[config.mk]
export PLATFORM = sky130hd
export DESIGN_NAME = intel_hex_record_loader_unit
export DESIGN_NICKNAME = d
export VERILOG_FILES = /design/src/rtl/core/ihex_pkg.sv /design/src/rtl/core/ihex_parser.sv /design/src/rtl/core/ihex_res_fifo.sv /design/src/rtl/core/intel_hex_record_loader_unit.sv
export SDC_FILE = /design/constraint.sdc
export NUM_CORES = 1
export LEC_CHECK = 0
export BUFFER_PORTS_ARGS = -buffer_cell sky130_fd_sc_hd__buf_4
export CAP_MARGIN = 10
export CORE_MARGIN = 3
export CORE_UTILIZATION = 29
export CTS_CLUSTER_DIAMETER = 40
export DETAILED_ROUTE_END_ITERATION = 10
export GPL_TIMING_DRIVEN = 0
export PLACE_DENSITY_LB_ADDON = 0.08
export SETUP_SLACK_MARGIN = 0.2
export SYNTH_ARGS = -nofsm -noshare
export SYNTH_HDL_FRONTEND = slang
export SYNTH_HIERARCHICAL = 1
export SYNTH_SLANG_ARGS = --single-unit
[constraint.sdc]
create_clock -name clk -period 9.1 [get_ports clk]
set_input_delay 0.91 -clock clk [delete_from_list [all_inputs] [get_ports clk]]
set_output_delay 0.91 -clock clk [all_outputs]
set_load 0.05 [all_outputs]
[src/rtl/core/ihex_pkg.sv]
`default_nettype none
package ihex_pkg;

  localparam int unsigned RES_DEPTH_DEF = 4;

  localparam logic [31:0] CAPACITY_RST = 32'd65536;

  localparam logic [7:0] CHAR_COLON = 8'h3A;
  localparam logic [7:0] CHAR_LF    = 8'h0A;
  localparam logic [7:0] CHAR_SPACE = 8'h20;

  localparam logic [7:0] REC_DATA = 8'h00;
  localparam logic [7:0] REC_EOF  = 8'h01;
  localparam logic [7:0] REC_SEG  = 8'h02;
  localparam logic [7:0] REC_LIN  = 8'h04;

  localparam logic [1:0] FLD_COUNT  = 2'd0;
  localparam logic [1:0] FLD_OFS_HI = 2'd1;
  localparam logic [1:0] FLD_OFS_LO = 2'd2;
  localparam logic [1:0] FLD_TYPE   = 2'd3;

  localparam logic KIND_WRITE = 1'b0;
  localparam logic KIND_DONE  = 1'b1;

  typedef enum logic [2:0] {
    PH_START    = 3'd0,
    PH_SKIP     = 3'd1,
    PH_HEADER   = 3'd2,
    PH_DATA     = 3'd3,
    PH_EXT      = 3'd4,
    PH_FINISHED = 3'd5
  } phase_t;

  typedef struct packed {
    logic        kind;
    logic [31:0] address;
    logic [7:0]  data_byte;
    logic [31:0] length;
  } res_t;

  typedef struct packed {
    logic [1:0] n;
    res_t       r0;
    res_t       r1;
  } res_push_t;

  // bit 4 set means not a hex digit
  function automatic logic [4:0] hex_digit(input logic [7:0] c);
    logic [4:0] v;
    v = 5'h10;
    if (c inside {[8'h30:8'h39]}) begin
      v = {1'b0, c[3:0]};
    end else if (c inside {[8'h41:8'h46], [8'h61:8'h66]}) begin
      v = {1'b0, c[3:0] + 4'd9};
    end
    return v;
  endfunction

endpackage
`default_nettype wire

[src/rtl/core/ihex_parser.sv]
`default_nettype none
module ihex_parser (
  input  wire logic               clk,
  input  wire logic               rst_n,
  input  wire logic               step,
  input  wire logic [7:0]         char_in,
  input  wire logic               end_of_input,
  input  wire logic               cfg_we,
  input  wire logic [31:0]        cfg_wdata,
  output ihex_pkg::res_push_t     push
);
  import ihex_pkg::*;

  phase_t      phase_r, phase_nxt;
  logic        nib_held_r, nib_held_nxt;
  logic [3:0]  nib_val_r, nib_val_nxt;
  logic [1:0]  fidx_r, fidx_nxt;
  logic [7:0]  count_r, count_nxt;
  logic [15:0] ofs_r, ofs_nxt;
  logic [7:0]  kind_r, kind_nxt;
  logic [7:0]  didx_r, didx_nxt;
  logic [7:0]  ext_r, ext_nxt;
  logic [31:0] base_r, base_nxt;
  logic [31:0] high_r, high_nxt;
  logic [31:0] cur_addr_r, cur_addr_nxt;
  logic [31:0] cap_r;

  logic [4:0]  dig;
  logic [7:0]  byte_v;
  logic [31:0] addr_p1;
  logic [15:0] v16;
  logic        blank;
  logic        tk_vld;
  res_t        tk_res;
  logic        eoi_vld;
  res_t        eoi_res;

  assign blank = (char_in == CHAR_SPACE) || (char_in inside {[8'h09:8'h0D]});
  assign dig = hex_digit(char_in);
  assign byte_v = {nib_val_r, dig[3:0]};
  assign addr_p1 = cur_addr_r + 32'd1;

  always_comb begin
    phase_nxt    = phase_r;
    nib_held_nxt = nib_held_r;
    nib_val_nxt  = nib_val_r;
    fidx_nxt     = fidx_r;
    count_nxt    = count_r;
    ofs_nxt      = ofs_r;
    kind_nxt     = kind_r;
    didx_nxt     = didx_r;
    ext_nxt      = ext_r;
    base_nxt     = base_r;
    high_nxt     = high_r;
    cur_addr_nxt = cur_addr_r;
    tk_vld       = 1'b0;
    tk_res       = '0;
    eoi_vld      = 1'b0;
    eoi_res      = '0;
    v16          = {ext_r, byte_v};

    if (phase_r == PH_FINISHED) begin
      phase_nxt = PH_FINISHED;
    end else if (char_in == CHAR_LF) begin
      phase_nxt    = PH_START;
      nib_held_nxt = 1'b0;
      nib_val_nxt  = 4'd0;
    end else if (phase_r == PH_START) begin
      if (!blank) begin
        if (char_in == CHAR_COLON) begin
          phase_nxt    = PH_HEADER;
          fidx_nxt     = FLD_COUNT;
          nib_held_nxt = 1'b0;
          nib_val_nxt  = 4'd0;
        end else begin
          phase_nxt = PH_SKIP;
        end
      end
    end else if (phase_r == PH_HEADER || phase_r == PH_DATA || phase_r == PH_EXT) begin
      if (dig[4]) begin
        phase_nxt    = PH_SKIP;
        nib_held_nxt = 1'b0;
        nib_val_nxt  = 4'd0;
      end else if (!nib_held_r) begin
        nib_held_nxt = 1'b1;
        nib_val_nxt  = dig[3:0];
      end else begin
        nib_held_nxt = 1'b0;
        nib_val_nxt  = 4'd0;
        case (phase_r)
          PH_HEADER: begin
            case (fidx_r)
              FLD_COUNT:  count_nxt = byte_v;
              FLD_OFS_HI: ofs_nxt = {byte_v, 8'h00};
              FLD_OFS_LO: ofs_nxt = {ofs_r[15:8], byte_v};
              default:    kind_nxt = byte_v;
            endcase
            if (fidx_r == FLD_TYPE) begin
              case (byte_v)
                REC_DATA: begin
                  didx_nxt     = 8'd0;
                  cur_addr_nxt = base_r + {16'h0000, ofs_r};
                  phase_nxt    = (count_r == 8'd0) ? PH_SKIP : PH_DATA;
                end
                REC_EOF: begin
                  tk_vld         = 1'b1;
                  tk_res.kind    = KIND_DONE;
                  tk_res.length  = high_r;
                  nib_held_nxt   = 1'b0;
                  nib_val_nxt    = 4'd0;
                  fidx_nxt       = 2'd0;
                  count_nxt      = 8'd0;
                  ofs_nxt        = 16'd0;
                  kind_nxt       = 8'd0;
                  didx_nxt       = 8'd0;
                  ext_nxt        = 8'd0;
                  base_nxt       = 32'd0;
                  high_nxt       = 32'd0;
                  cur_addr_nxt   = 32'd0;
                  phase_nxt      = PH_FINISHED;
                end
                REC_SEG, REC_LIN: begin
                  fidx_nxt  = 2'd0;
                  phase_nxt = PH_EXT;
                end
                default: phase_nxt = PH_SKIP;
              endcase
            end else begin
              fidx_nxt = fidx_r + 2'd1;
            end
          end
          PH_DATA: begin
            if (cur_addr_r < cap_r) begin
              tk_vld            = 1'b1;
              tk_res.kind       = KIND_WRITE;
              tk_res.address    = cur_addr_r;
              tk_res.data_byte  = byte_v;
            end
            if (addr_p1 > high_r) begin
              high_nxt = addr_p1;
            end
            cur_addr_nxt = addr_p1;
            didx_nxt     = didx_r + 8'd1;
            if (didx_r + 8'd1 == count_r) begin
              phase_nxt = PH_SKIP;
            end
          end
          default: begin
            if (fidx_r == 2'd0) begin
              ext_nxt  = byte_v;
              fidx_nxt = 2'd1;
            end else begin
              base_nxt  = (kind_r == REC_SEG) ? {12'h000, v16, 4'h0} : {v16, 16'h0000};
              phase_nxt = PH_SKIP;
            end
          end
        endcase
      end
    end else begin
      phase_nxt = (phase_r == PH_SKIP) ? PH_SKIP : PH_START;
    end

    if (end_of_input) begin
      if (phase_nxt != PH_FINISHED) begin
        eoi_vld        = 1'b1;
        eoi_res.kind   = KIND_DONE;
        eoi_res.length = high_nxt;
      end
      nib_held_nxt = 1'b0;
      nib_val_nxt  = 4'd0;
      fidx_nxt     = 2'd0;
      count_nxt    = 8'd0;
      ofs_nxt      = 16'd0;
      kind_nxt     = 8'd0;
      didx_nxt     = 8'd0;
      ext_nxt      = 8'd0;
      base_nxt     = 32'd0;
      high_nxt     = 32'd0;
      cur_addr_nxt = 32'd0;
      phase_nxt    = PH_START;
    end
  end

  always_comb begin
    push = '0;
    if (step) begin
      push.n  = {1'b0, tk_vld} + {1'b0, eoi_vld};
      push.r0 = tk_vld ? tk_res : eoi_res;
      push.r1 = eoi_res;
    end
  end

  always_ff @(posedge clk) begin
    if (!rst_n) begin
      phase_r    <= PH_START;
      nib_held_r <= 1'b0;
      nib_val_r  <= 4'd0;
      fidx_r     <= 2'd0;
      count_r    <= 8'd0;
      ofs_r      <= 16'd0;
      kind_r     <= 8'd0;
      didx_r     <= 8'd0;
      ext_r      <= 8'd0;
      base_r     <= 32'd0;
      high_r     <= 32'd0;
      cur_addr_r <= 32'd0;
    end else if (step) begin
      phase_r    <= phase_nxt;
      nib_held_r <= nib_held_nxt;
      nib_val_r  <= nib_val_nxt;
      fidx_r     <= fidx_nxt;
      count_r    <= count_nxt;
      ofs_r      <= ofs_nxt;
      kind_r     <= kind_nxt;
      didx_r     <= didx_nxt;
      ext_r      <= ext_nxt;
      base_r     <= base_nxt;
      high_r     <= high_nxt;
      cur_addr_r <= cur_addr_nxt;
    end
  end

  always_ff @(posedge clk) begin
    if (!rst_n) begin
      cap_r <= CAPACITY_RST;
    end else if (cfg_we) begin
      cap_r <= cfg_wdata;
    end
  end

endmodule
`default_nettype wire

[src/rtl/core/ihex_res_fifo.sv]
`default_nettype none
module ihex_res_fifo #(
  parameter int unsigned RES_DEPTH = ihex_pkg::RES_DEPTH_DEF
) (
  input  wire logic                clk,
  input  wire logic                rst_n,
  input  wire ihex_pkg::res_push_t push,
  output logic                     room2,
  output logic                     res_vld,
  input  wire logic                res_rdy,
  output ihex_pkg::res_t           res
);
  import ihex_pkg::*;

  localparam int unsigned PTR_W = (RES_DEPTH > 1) ? $clog2(RES_DEPTH) : 1;
  localparam int unsigned CNT_W = $clog2(RES_DEPTH + 1);
  localparam logic [PTR_W-1:0] PTR_LAST = PTR_W'(RES_DEPTH - 1);

  res_t             q_r [RES_DEPTH];
  logic [PTR_W-1:0] wr_ptr_r, wr_ptr_nxt;
  logic [PTR_W-1:0] rd_ptr_r, rd_ptr_nxt;
  logic [CNT_W-1:0] cnt_r, cnt_nxt;
  logic [PTR_W-1:0] wr_p1, wr_p2;
  logic             pop;

  function automatic logic [PTR_W-1:0] ptr_inc(input logic [PTR_W-1:0] p);
    return (p == PTR_LAST) ? '0 : p + PTR_W'(1);
  endfunction

  assign wr_p1   = ptr_inc(wr_ptr_r);
  assign wr_p2   = ptr_inc(wr_p1);
  assign res_vld = (cnt_r != '0);
  assign pop     = res_vld && res_rdy;
  assign res     = q_r[rd_ptr_r];
  assign room2   = (cnt_r <= CNT_W'(RES_DEPTH - 2));

  always_comb begin
    rd_ptr_nxt = pop ? ptr_inc(rd_ptr_r) : rd_ptr_r;
    case (push.n)
      2'd1:    wr_ptr_nxt = wr_p1;
      2'd2:    wr_ptr_nxt = wr_p2;
      default: wr_ptr_nxt = wr_ptr_r;
    endcase
    cnt_nxt = cnt_r + CNT_W'(push.n) - CNT_W'(pop);
  end

  always_ff @(posedge clk) begin
    if (!rst_n) begin
      wr_ptr_r <= '0;
      rd_ptr_r <= '0;
      cnt_r    <= '0;
    end else begin
      wr_ptr_r <= wr_ptr_nxt;
      rd_ptr_r <= rd_ptr_nxt;
      cnt_r    <= cnt_nxt;
    end
  end

  always_ff @(posedge clk) begin
    if (push.n != 2'd0) begin
      q_r[wr_ptr_r] <= push.r0;
    end
    if (push.n == 2'd2) begin
      q_r[wr_p1] <= push.r1;
    end
  end

endmodule
`default_nettype wire

[src/rtl/core/intel_hex_record_loader_unit.sv]
// Intel HEX loader: one text character enters per clock and is parsed in the same cycle.
// Each character gives zero, one or two results (a byte write, and a load-done item when
// the last character of the file ends a load); results leave one per clock on out_tready
// from a RES_DEPTH-entry queue, and in_tready drops while fewer than two queue slots
// are free, so the sustained rate is one character per cycle with a ready output side.
// No checksum check; the capacity register must only be written while the loader is idle.
`default_nettype none
module intel_hex_record_loader_unit #(
  parameter int unsigned RES_DEPTH = ihex_pkg::RES_DEPTH_DEF
) (
  input  wire logic        clk,
  input  wire logic        rst_n,
  input  wire logic        in_tvalid,
  output logic             in_tready,
  input  wire logic [7:0]  in_tdata,   // char_in
  input  wire logic        in_tlast,   // end_of_input
  output logic             out_tvalid,
  input  wire logic        out_tready,
  output logic [71:0]      out_tdata,  // address, data_byte, length
  output logic             out_tuser,  // kind
  input  wire logic        cfg_we,
  input  wire logic [31:0] cfg_wdata   // capacity
);
  import ihex_pkg::*;

  res_push_t push;
  res_t      res;
  logic      room2;
  logic      step;

  assign in_tready = room2;
  assign step      = in_tvalid && in_tready;

  ihex_parser u_parser (
    .clk          (clk),
    .rst_n        (rst_n),
    .step         (step),
    .char_in      (in_tdata),
    .end_of_input (in_tlast),
    .cfg_we       (cfg_we),
    .cfg_wdata    (cfg_wdata),
    .push         (push)
  );

  ihex_res_fifo #(
    .RES_DEPTH (RES_DEPTH)
  ) u_res_fifo (
    .clk     (clk),
    .rst_n   (rst_n),
    .push    (push),
    .room2   (room2),
    .res_vld (out_tvalid),
    .res_rdy (out_tready),
    .res     (res)
  );

  assign out_tdata = {res.length, res.data_byte, res.address};
  assign out_tuser = res.kind;

  a_push_shows: assert property (@(posedge clk) disable iff (!rst_n)
    push.n != 2'd0 |=> out_tvalid)
    else $error("pushed result not visible");

  a_two_needs_last: assert property (@(posedge clk) disable iff (!rst_n)
    push.n == 2'd2 |-> step && in_tlast)
    else $error("two results without end of input");

  a_done_clean: assert property (@(posedge clk) disable iff (!rst_n)
    out_tvalid && out_tuser == KIND_DONE |-> out_tdata[39:0] == 40'd0)
    else $error("done item carries write fields");

  a_write_clean: assert property (@(posedge clk) disable iff (!rst_n)
    out_tvalid && out_tuser == KIND_WRITE |-> out_tdata[71:40] == 32'd0)
    else $error("write item carries a length");

endmodule
`default_nettype wire

==> impl_metrics.py, run 1 <==
metrics = {
    "run_status": {
        "status": "completed",
    },
    "power_and_ir_drop": {
        "power.total_mw": 7.92,
        "p_leak_nw": 13.5,
        "vdd_drop_max_v": 0.000134,
        "cellPowerDensity_nw_per_um2": 228,
    },
    "clocking": {
        "h-tree-depth": 3,
        "clock_latency_ns": 0.66,
        "cts_tree": "built",
        "clk_pin_slew_ns": 0.05,
        "ctsLongestPathBuffers": 3,
        "numCtsBuffers": 104,
        "cts_root_cell": "clkbuf_16",
        "holdBufCountCts": 0,
        "clock_sink_count": 483,
        "cts_repair_resize_count": 0,
        "post-cts-setup-buffer-count": 0,
    },
    "critical_path": {
        "path_max_fanout": 10,
        "setup.worst_path.start_class": "flop",
        "cp.required_ns": 9.62,
        "worst-setup-path-type": "reg -> reg",
        "critPathCaptureType": "flop",
        "cp_data_arrival_time_ns": 8.17,
    },
    "timing": {
        "final.setup_skew_ns": 0.0304,
        "layout_worst_path_cycle_share_pct": 84.1,
        "tns_ns": 0,
        "max_slew_margin_pct": 21.9,
        "timing.final.crit_period_ns": 7.66,
        "finalSetupViolations": 0,
        "final-hold-violation-count": 0,
        "report.final.slew_viol_count": 0,
        "clock.fmax_ghz": 0.131,
        "worst_pin_slew_ns": 1.16,
        "grt_setup_unrepaired": "false",
    },
    "logic_synthesis": {
        "synth_area_per_cell_sq_um": 12.2,
        "number_of_warnings_printed_during_yosys_synthesis": 6,
        "synthesis.area_sq_um": 28000,
        "yosys_register_bits": 483,
        "postSynth.asyncResetShare_pct": 0,
        "synth.distinct_cells": 96,
        "synth_enable_flop_cells": 292,
        "dominantRegCellSynth": "edfxtp_1",
        "ys_seq_area_share_pct": 45.0,
        "synthCells": 2301,
    },
    "floorplanning": {
        "num_io_pins": 121,
        "core-area_sq_um": 95400,
        "dieHeight_um": 317,
        "die_w_um": 317,
        "placement_rows": 113,
        "fp.dieArea_sq_um": 100000,
        "initial_utilization_pct": 29.3,
    },
    "hold_path": {
        "type_of_the_tightest_min_delay_check": "reg -> reg",
    },
    "detailed_routing": {
        "first_pass_iters": 6,
        "route.vias.total": 19526,
        "first_iter_violations": 1321,
        "met3_wirelength_um": 4640,
        "topRoutingLayerUsed": "met5",
        "detail_route.vias_per_cell": 4.96,
        "dr_wl_met2_um": 45300,
        "routed_wire_length_per_instance_um": 23.7,
        "drt_wl_total_um": 93400,
        "route.detailed.drc": 0,
        "antenna_violating_nets_left": 0,
        "m1WireLength_um": 41000,
    },
    "place": {
        "dp.final_hpwl_um": 69100,
        "portbufs": 117,
        "gp_congestion": 0.836,
    },
    "global_route": {
        "global_route.overflow_total": 0,
        "grt_start_max_net_pins": 21,
        "global_route_usage_over_all_layers_pct": 18.6,
        "antenna_found_initial": 9,
        "first_global_vias": 20237,
        "grt_first_pass_wirelength_um": 137000,
    },
    "layout": {
        "final.fill_count": 9341,
        "layout_commonest_cell": "edfxtp_1",
        "post_route_cells_drive_above_1_share_pct": 31.0,
        "syn2layout_area_growth_pct": 23.8,
        "final_cell_mix": "edfxtp_1 (292), mux2_4 (236), dfxtp_1 (191), buf_4 (158), nor2_1 (141)",
        "nNetsFinal": 2723,
    },
    "flow_run": {
        "max_cap_viol_count": 0,
    },
}
[cell families (layout without fill, tap and decap cells)]
kind of cell	after synthesis	in the layout	share of synthesized area (%)
AO/OA/AOI/OAI	407	407	10.3
adder cells (fa/ha/maj)	101	101	4.57
other	1	43	0.0134
multiplexers	402	402	22.1
flip-flops	483	483	45.0
XOR/XNOR	70	70	2.19
AND/OR/NAND/NOR	558	558	10.2
buffers and inverters	279	605	5.66
[synthesized netlist by cell type, types with 40 or more instances]
cell type	number	area share, %
edfxtp_1	292	31
mux2_4	236	13
dfxtp_1	191	14
nor2_1	141	1.9
nand2_1	120	1.6
a21oi_1	103	1.8
inv_1	101	1.4
ha_1	99	4.4
nand3_1	76	1.4
mux4_2	73	5.9
clkbuf_1	62	0.83
mux2_2	58	2.3
a22o_1	57	1.8
and2_1	50	1.1
xnor2_1	44	1.4
a22oi_1	43	1.2
buf_4	41	1.1
o21ai_0	40	0.71
[registers in the layout (all words and copies together) (netlist names), 8 cells and up, named ones only]
signal               flops
u_res_fifo/q_r         292
u_parser/didx_r          8
u_parser/ofs_r          16
u_parser/kind_r          8
u_parser/high_r         32
u_parser/cur_addr_r     32
u_parser/count_r         8
u_parser/cap_r          32
u_parser/ext_r           8
u_parser/base_r         28
[critical path, stage by stage, from the launching register on]
cell,delay [ns]
dfxtp_1,0.37
clkbuf_1,0.54
nand4_1,0.25
nor3_2,0.56
nand2_1,0.34
or2_1,0.30
clkbuf_1,0.17
nor2_1,0.15
xor2_1,0.52
ha_1,0.23
nand4_1,0.15
nor4_1,0.77
nand3_1,0.25
o211a_1,0.26
o21ai_1,0.92
clkbuf_1,0.51
a22oi_1,0.28
o21ai_0,0.65
mux2_4,0.28
[layout make-up]
class,instances,area [sq um],share of cell area [%]
diodes,3,7.51,0.0217
clock inverters,67,761,2.19
multi-input cells,1578,14000,40.4
flip-flops and latches,483,12600,36.3
well taps,1265,1580,4.56
inverters,103,387,1.12
repair buffers,130,1150,3.33
clock buffers,129,2970,8.56
plain buffers,176,1200,3.45
[power breakdown]
group	switching, mW	total, mW	leakage [nW]	internal, mW
Clock	1.28	3.96	1.77	2.68
Sequential	0.0595	2.46	4.13	2.40
Combinational	0.978	1.50	7.56	0.518
[layer usage]
metal  vias up  GRT usage (%)
li1       9214              -
met1      9703           24.2
met2       468           31.5
met3       139           3.16
met4         2           5.92
met5         -              0
[stage by stage]
stage / worst slack [ns] / util [%] / std cells / hold slack (ns) / cell area (sq um)
after floorplan: -0.207 / - / 2340 / 0.432 / 28200
after global placement: -7.21 / 32.1 / 3722 / 0.453 / 30600
after detailed placement: 1.36 / 32.4 / 3735 / 0.454 / 30900
after CTS: 1.34 / 36.3 / 3931 / 0.440 / 34700
after global routing: 0.979 / 36.3 / 3931 / 0.479 / 34700
final: 1.44 / 36.3 / 3934 / 0.463 / 34700
[final timing paths]
| path | startpoint | end | slack, ns | depth (start not counted) |
|---|---|---|---|---|
| worst min register to register | u_parser/ofs_r[1] | u_parser/ofs_r[1] | 0.46 | 1 |
| worst max register to register | u_parser/cur_addr_r[2] | u_res_fifo/q_r[0][13] | 1.44 | 18 |
| worst max-delay path | u_parser/cur_addr_r[2] | u_res_fifo/q_r[0][13] | 1.44 | 18 |
| worst min-delay path | u_parser/ofs_r[1] | u_parser/ofs_r[1] | 0.46 | 1 |
(Power assumes the default switching activity.)
==> run 2, diff against run 1 <==
==> constraint.sdc (replaced) <==
create_clock -name clk -period 7.1 [get_ports clk]
set_input_delay 0.71 -clock clk [delete_from_list [all_inputs] [get_ports clk]]
set_output_delay 0.71 -clock clk [all_outputs]
set_load 0.05 [all_outputs]
==> run 2 against run 1 <==
Net effect:
- setup slack got worse by 0.92 ns
- worst hold slack worse by 0.16 ns
- sequential power up 28%
- non-clock buffer count rose by 1
- power grew 27%
- global-route usage fell by 0.18 points
- final cell count down 0.28%
- combinational power rose by 27%
- first-iteration DRC count increased by 17%
- clock skew down 0.012 ns
- sequential cell count stayed put
- clock-buffer cell count down 12
- critical endpoint is now u_res_fifo/q_r[0][17]
- highest routed layer is now met4
==> impl_metrics.py, run 2 (synthesis results as in run 1) <==
metrics = {
    "critical_path": {
        "path_max_fanout": 10,
        "setup.worst_path.start_class": "flop",
        "critPathCaptureType": "flop",
        "worst-setup-path-type": "reg -> reg",
        "cp_data_arrival_time_ns": 7.09,
        "cp.required_ns": 7.61,
    },
    "floorplanning": {
        "core-area_sq_um": 95400,
        "placement_rows": 113,
        "num_io_pins": 121,
        "dieHeight_um": 317,
        "fp.dieArea_sq_um": 100000,
        "initial_utilization_pct": 29.3,
        "die_w_um": 317,
    },
    "place": {
        "number_of_instances_in_the_placed_design": 3736,
        "gp_congestion": 0.849,
        "pre_cts_slack_ns": -0.730,
        "postPlaceCellArea_sq_um": 31000,
        "portbufs": 117,
        "dp.final_hpwl_um": 69000,
    },
    "layout": {
        "final_cell_mix": "edfxtp_1 (292), mux2_4 (236), dfxtp_1 (191), buf_4 (158), nor2_1 (141)",
        "syn2layout_area_growth_pct": 23.6,
        "layout_commonest_cell": "edfxtp_1",
        "largest_reg_flops": 292,
        "regMostFlops": "u_res_fifo/q_r",
        "postLayoutCellArea_sq_um": 34600,
        "instances_no_fill": 3923,
        "nNetsFinal": 2722,
        "final.fill_count": 9324,
        "post_route_cells_drive_above_1_share_pct": 30.9,
    },
    "run_status": {
        "status": "completed",
    },
    "hold_path": {
        "type_of_the_tightest_min_delay_check": "in -> reg",
    },
    "global_route": {
        "first_global_vias": 19789,
        "globalRouteMet3Util_pct": 3.04,
        "grt_use_met1_pct": 24.0,
        "global_route_usage_over_all_layers_pct": 18.4,
        "globalRoute.busiestLayer": "met2",
        "antenna_found_initial": 12,
        "grt_use_met2_pct": 31.3,
        "grt_start_max_net_pins": 22,
        "grt_first_pass_wirelength_um": 135000,
        "global_route.overflow_total": 0,
    },
    "detailed_routing": {
        "antenna_violating_nets_left": 0,
        "drt_wl_total_um": 93100,
        "route.detailed.drc": 0,
        "first_pass_iters": 5,
        "routed_wire_length_per_instance_um": 23.7,
        "route.vias.total": 19772,
        "detail_route.vias_per_cell": 5.04,
        "first_iter_violations": 1541,
    },
    "flow_run": {
        "max_cap_viol_count": 0,
    },
    "timing": {
        "finalSetupViolations": 0,
        "final-hold-violation-count": 0,
        "clock.fmax_ghz": 0.152,
        "timing.final.ws_setup_ns": 0.527,
        "worst_pin_slew_ns": 0.948,
        "timing.final.crit_period_ns": 6.57,
        "hold_slack_ns": 0.302,
        "final.setup_skew_ns": 0.0180,
        "grt_setup_unrepaired": "false",
        "report.final.slew_viol_count": 0,
        "max_slew_margin_pct": 36.5,
        "layout_worst_path_cycle_share_pct": 92.6,
    },
    "clocking": {
        "clk_pin_slew_ns": 0.05,
        "cts_tree": "built",
        "h-tree-depth": 3,
        "numCtsBuffers": 102,
        "clock_sink_count": 483,
        "ctsLongestPathBuffers": 3,
        "cts_root_cell": "clkbuf_16",
        "post-cts-setup-buffer-count": 0,
        "clock_latency_ns": 0.65,
    },
    "power_and_ir_drop": {
        "cellPowerDensity_nw_per_um2": 291,
        "p_leak_nw": 13.5,
        "vdd_drop_max_v": 0.000178,
    },
}
-- run 2: changes by cell type in the layout (fill, tap and decap cells not counted), sizes merged --
cell      previous run  this run
buf                243       244
bufinv              13        21
clkbuf             192       180
clkinv              33        31
clkinvlp            19        13
diode                3         1
inv                105       107
-- run 2: routing by layer --
| layer | routed length, um | share of wire (%) |
|---|---|---|
| met1 | 40900 | 44 |
| met2 | 45200 | 49 |
| met3 | 4490 | 4.8 |
| met4 | 2540 | 2.7 |
| met5 | 0 | 0 |
-- run 2: critical path: stages (launching register included) --
cell and delay (ns):
dfxtp_1 0.65, nand3_1 0.32, nor3_4 0.46, nand2_1 0.30
or2_1 0.29, clkbuf_1 0.18, nor2_1 0.21, xor2_2 0.39
ha_1 0.34, a21oi_1 0.14, o21ai_0 0.18, a221oi_1 0.36
o21ai_0 0.24, o211a_1 0.33, o21ai_2 0.56, clkbuf_1 0.49
a22oi_1 0.27, o21ai_1 0.45, mux2_4 0.24
-- run 2: worst paths after layout --
path,start,to,depth (start not counted),slack [ns]
max reg2reg,u_parser/cur_addr_r[7],u_res_fifo/q_r[0][17],18,0.53
min reg2reg,u_parser/base_r[20],u_parser/base_r[20],2,0.47
max,u_parser/cur_addr_r[7],u_res_fifo/q_r[0][17],18,0.53
min,cfg_wdata[31],u_parser/cap_r[31],3,0.30
-- run 2: cell type report --
type | instances | area (sq um) | area share (%)
Antenna cell | 1 | 2.50 | 0.00723
Clock inverter | 69 | 943 | 2.73
Tap cell | 1265 | 1580 | 4.57
Sequential cell | 483 | 12600 | 36.4
Multi-Input combinational cell | 1578 | 14000 | 40.6
Buffer | 176 | 1200 | 3.47
Inverter | 103 | 387 | 1.12
Clock buffer | 117 | 2670 | 7.72
Timing Repair Buffer | 131 | 1180 | 3.41
-- run 2: repair_timing --
action	in CTS	in global routing
setup endpoints to repair	150	8
hold buffers	0	0
endpoints found under the hold margin	0	0
gates resized for setup	6	5
-- run 2: per-stage QoR --
stage	util (%)	total power, mW	setup TNS [ns]
after global placement	32.1	5.14	-1340.29
after floorplan	-	4.50	-12.98
after global routing	36.3	10.4	0
after CTS	36.2	10.2	0
final	36.3	10.1	0
after detailed placement	32.4	5.15	-26.02
-- run 2: report_power, final --
group	internal, mW	switching, mW
clock	3.44	1.57
sequential	3.08	0.0741
combinational	0.660	1.25
total	7.18	2.90
==> run 3, diff against run 2 <==
--- a/config.mk
+++ b/config.mk
@@ -5,6 +5,7 @@
 export SDC_FILE = /design/constraint.sdc
 export NUM_CORES = 1
 export LEC_CHECK = 0
+export ABC_AREA = 1
 export BUFFER_PORTS_ARGS = -buffer_cell sky130_fd_sc_hd__buf_4
 export CAP_MARGIN = 10
 export CORE_MARGIN = 3
==> run 3 against run 2 <==
Net effect:
- critical path type is now in -> reg
- final cell count increased by 38%
- core utilization up 0.15 points
- worst hold slack lost 0.024 ns
- sequential power barely moved
- routed wire length up 26%
- setup slack improved by 1.0 ns
- critical endpoint is now u_res_fifo/q_r[1][17]
- combinational power grew 52%
- first-iteration DRC count up 46%
==> impl_metrics.py, run 3 <==
metrics = {
    "detailed_routing": {
        "antenna_violating_nets_left": 0,
        "first_iter_violations": 2244,
        "route.vias.total": 26958,
        "route.detailed.drc": 0,
        "detail_route.vias_per_cell": 5.00,
        "routed_wire_length_per_instance_um": 21.7,
        "drt_wl_total_um": 117000,
        "first_pass_iters": 6,
    },
    "global_route": {
        "first_global_vias": 25717,
        "global_route_usage_over_all_layers_pct": 22.2,
        "grt_start_max_net_pins": 23,
        "antenna_found_initial": 3,
        "global_route.overflow_total": 0,
        "grt_first_pass_wirelength_um": 172000,
    },
    "layout": {
        "layout_commonest_cell": "nand2_1",
        "syn2layout_area_growth_pct": 23.8,
        "postLayoutCellArea_sq_um": 36000,
        "largest_reg_flops": 292,
        "nNetsFinal": 4163,
        "final_cell_mix": "nand2_1 (795), nor2_1 (376), inv_1 (336), o21ai_0 (296), edfxtp_1 (292)",
        "diodes_inserted": 0,
        "post_route_cells_drive_above_1_share_pct": 14.4,
        "regMostFlops": "u_res_fifo/q_r",
    },
    "critical_path": {
        "critical_path_buf_inv_count": 12,
        "critPathCaptureType": "flop",
        "cp.required_ns": 7.47,
        "worst_path_dominant_cell_family": "buffers and inverters",
        "setup.worst_path.start_class": "input port",
        "startpoint_of_the_worst_register_to_register_path": "u_parser/phase_r[0]",
        "worst-setup-path-type": "in -> reg",
        "path_max_fanout": 21,
        "setup.reg_to_reg.worst_slack_ns": 1.53,
        "timing.critical_path.slowest_cell_delay_ns": 0.39,
        "crit_slowest_cell": "nor4_4",
        "cp_data_arrival_time_ns": 5.95,
        "beginning_of_the_critical_path": "in_tdata[0]",
    },
    "logic_synthesis": {
        "most_numerous_cell_in_the_yosys_netlist": "nand2_1",
        "synthesized_area_fraction_occupied_by_and_or_nand_nor_cells_pct": 21.7,
        "yosys_register_bits": 483,
        "synth_area_leaders": "edfxtp_1 (30%), dfxtp_1 (13%), nand2_1 (10%)",
        "dominantRegCellSynth": "edfxtp_1",
        "synthXorXnorAreaFrac_pct": 0.843,
        "post_synthesis_compound_gate_area_fraction_pct": 18.9,
        "synth.distinct_cells": 58,
        "synthesis.area_sq_um": 29100,
        "synthCells": 3724,
        "synth_area_per_cell_sq_um": 7.81,
        "synth_enable_flop_cells": 292,
        "ys_top_cells_by_count": "nand2_1 (795), nor2_1 (376), inv_1 (336), o21ai_0 (300), edfxtp_1 (292)",
        "number_of_warnings_printed_during_yosys_synthesis": 6,
        "postSynth.asyncResetShare_pct": 0,
        "yosys.area_share.adder_pct": 4.40,
        "mux_share_of_post_synthesis_cell_area_pct": 0,
        "synth_largest_type_area_fraction_pct": 30.2,
        "dominant_combinational_cell_family_by_area_after_synthesis": "simple AND/OR/NAND/NOR gates",
        "cell_taking_the_most_area_after_synthesis": "edfxtp_1",
        "ys_seq_area_share_pct": 43.3,
    },
    "floorplanning": {
        "initial_utilization_pct": 29.4,
        "core-area_sq_um": 98900,
        "placement_rows": 115,
        "fp.dieArea_sq_um": 104000,
        "die_w_um": 323,
        "dieHeight_um": 323,
        "num_io_pins": 121,
    },
    "power_and_ir_drop": {
        "p_comb_share_pct": 25.8,
        "power.total_mw": 11.3,
        "cellPowerDensity_nw_per_um2": 313,
        "internal-power_mw": 7.33,
        "clock_power_share_pct": 46.0,
        "p_leak_nw": 13.7,
        "switching_power_total_mw": 3.94,
        "sequential_power_share_pct": 28.2,
        "vdd_drop_max_v": 0.000183,
        "switching_share_pct": 34.9,
    },
    "timing": {
        "timing.final.crit_period_ns": 5.58,
        "grt_setup_unrepaired": "false",
        "layout_worst_path_cycle_share_pct": 78.5,
        "report.final.slew_viol_count": 0,
        "final-hold-violation-count": 0,
        "max_slew_margin_pct": 20.6,
        "worst_pin_slew_ns": 1.18,
        "final.setup_skew_ns": 0.0251,
        "finalSetupViolations": 0,
        "clock.fmax_ghz": 0.179,
    },
    "clocking": {
        "cts_repair_resize_count": 0,
        "clock_sink_count": 483,
        "holdBufCountCts": 0,
        "clock_latency_ns": 0.68,
        "cts_root_cell": "clkbuf_16",
        "clk_pin_slew_ns": 0.05,
        "h-tree-depth": 3,
        "post-cts-setup-buffer-count": 0,
        "cts_tree": "built",
        "ctsLongestPathBuffers": 3,
        "numCtsBuffers": 108,
    },
    "place": {
        "dp.final_hpwl_um": 88000,
        "gp_congestion": 0.918,
        "postPlaceCellArea_sq_um": 32200,
        "portbufs": 118,
    },
    "hold_path": {
        "type_of_the_tightest_min_delay_check": "in -> reg",
        "min-delay-start": "cfg_wdata[16]",
    },
    "run_status": {
        "status": "completed",
    },
    "flow_run": {
        "max_cap_viol_count": 0,
    },
}
==> run 3: changes by cell type after synthesis, moves of 147 or more <==
| cell | delta |
|---|---|
| a21oi_1 | +147 |
| mux2_4 | -236 |
| inv_1 | +235 |
| nand2_1 | +675 |
| o21ai_1 | +223 |
| o21ai_0 | +260 |
| nor2_1 | +235 |
==> run 3: stage by stage <==
step / hold slack (ns) / worst slack (ns) / TNS (ns) / std cells / utilization (%)
detailed placement: 0.451 / 0.799 / 0 / 5189 / 32.6
CTS: 0.238 / 1.51 / 0 / 5391 / 36.4
global route: 0.253 / 1.16 / 0 / 5395 / 36.4
finish: 0.278 / 1.52 / 0 / 5395 / 36.4
global placement: 0.449 / -9.06 / -2523.72 / 5168 / 32.1
floorplan: 0.430 / -1.70 / -495.98 / 3763 / -
==> run 3: worst paths after layout <==
kind,end,cells after the start
min reg2reg,u_parser/ext_r[3],2
min,u_parser/cap_r[16],3
max,u_res_fifo/q_r[1][17],27
max reg2reg,u_res_fifo/q_r[1][17],20
==> run 3: final cells by class <==
type | instances | area (sq um)
fill | 10375 | 62900
multi-input combinational | 2658 | 13500
sequential | 483 | 12600
clock buffer | 132 | 2890
buffer | 263 | 1800
tap | 1287 | 1610
inverter | 359 | 1350
timing repair buffer | 143 | 1310
clock inverter | 70 | 891
==> run 3: kinds of logic after synthesis <==
group	count (synthesis)
AND/OR/NAND/NOR	1491
flip-flops	483
buffers and inverters	622
adder cells (fa/ha/maj)	101
XOR/XNOR	28
other	1
AO/OA/AOI/OAI	998
==> run 3: tightest hold or removal path: stages <==
cell and delay [ns]:
buf_4 0.08, a21oi_1 0.05, o21ai_0 0.06
==> run 3: power groups by stage <==
stage                     logic (mW)  clock network [mW]  registers [mW]
after floorplan                 1.87                   0            3.22
after global placement          2.89                   0            3.28
after detailed placement        2.94                   0            3.23
after CTS                       2.94                5.27            3.18
after global routing            3.13                5.40            3.19
final                           2.91                5.18            3.18
==> run 3: routing by layer <==
layer  vias to the layer above  GRT usage [%]  wire, um
met4                         0           5.61      2560
li1                      13276              -         -
met2                       799           35.3     52600
met1                     12733           31.4     55400
met5                         -              0         0
met3                       150           3.54      6370
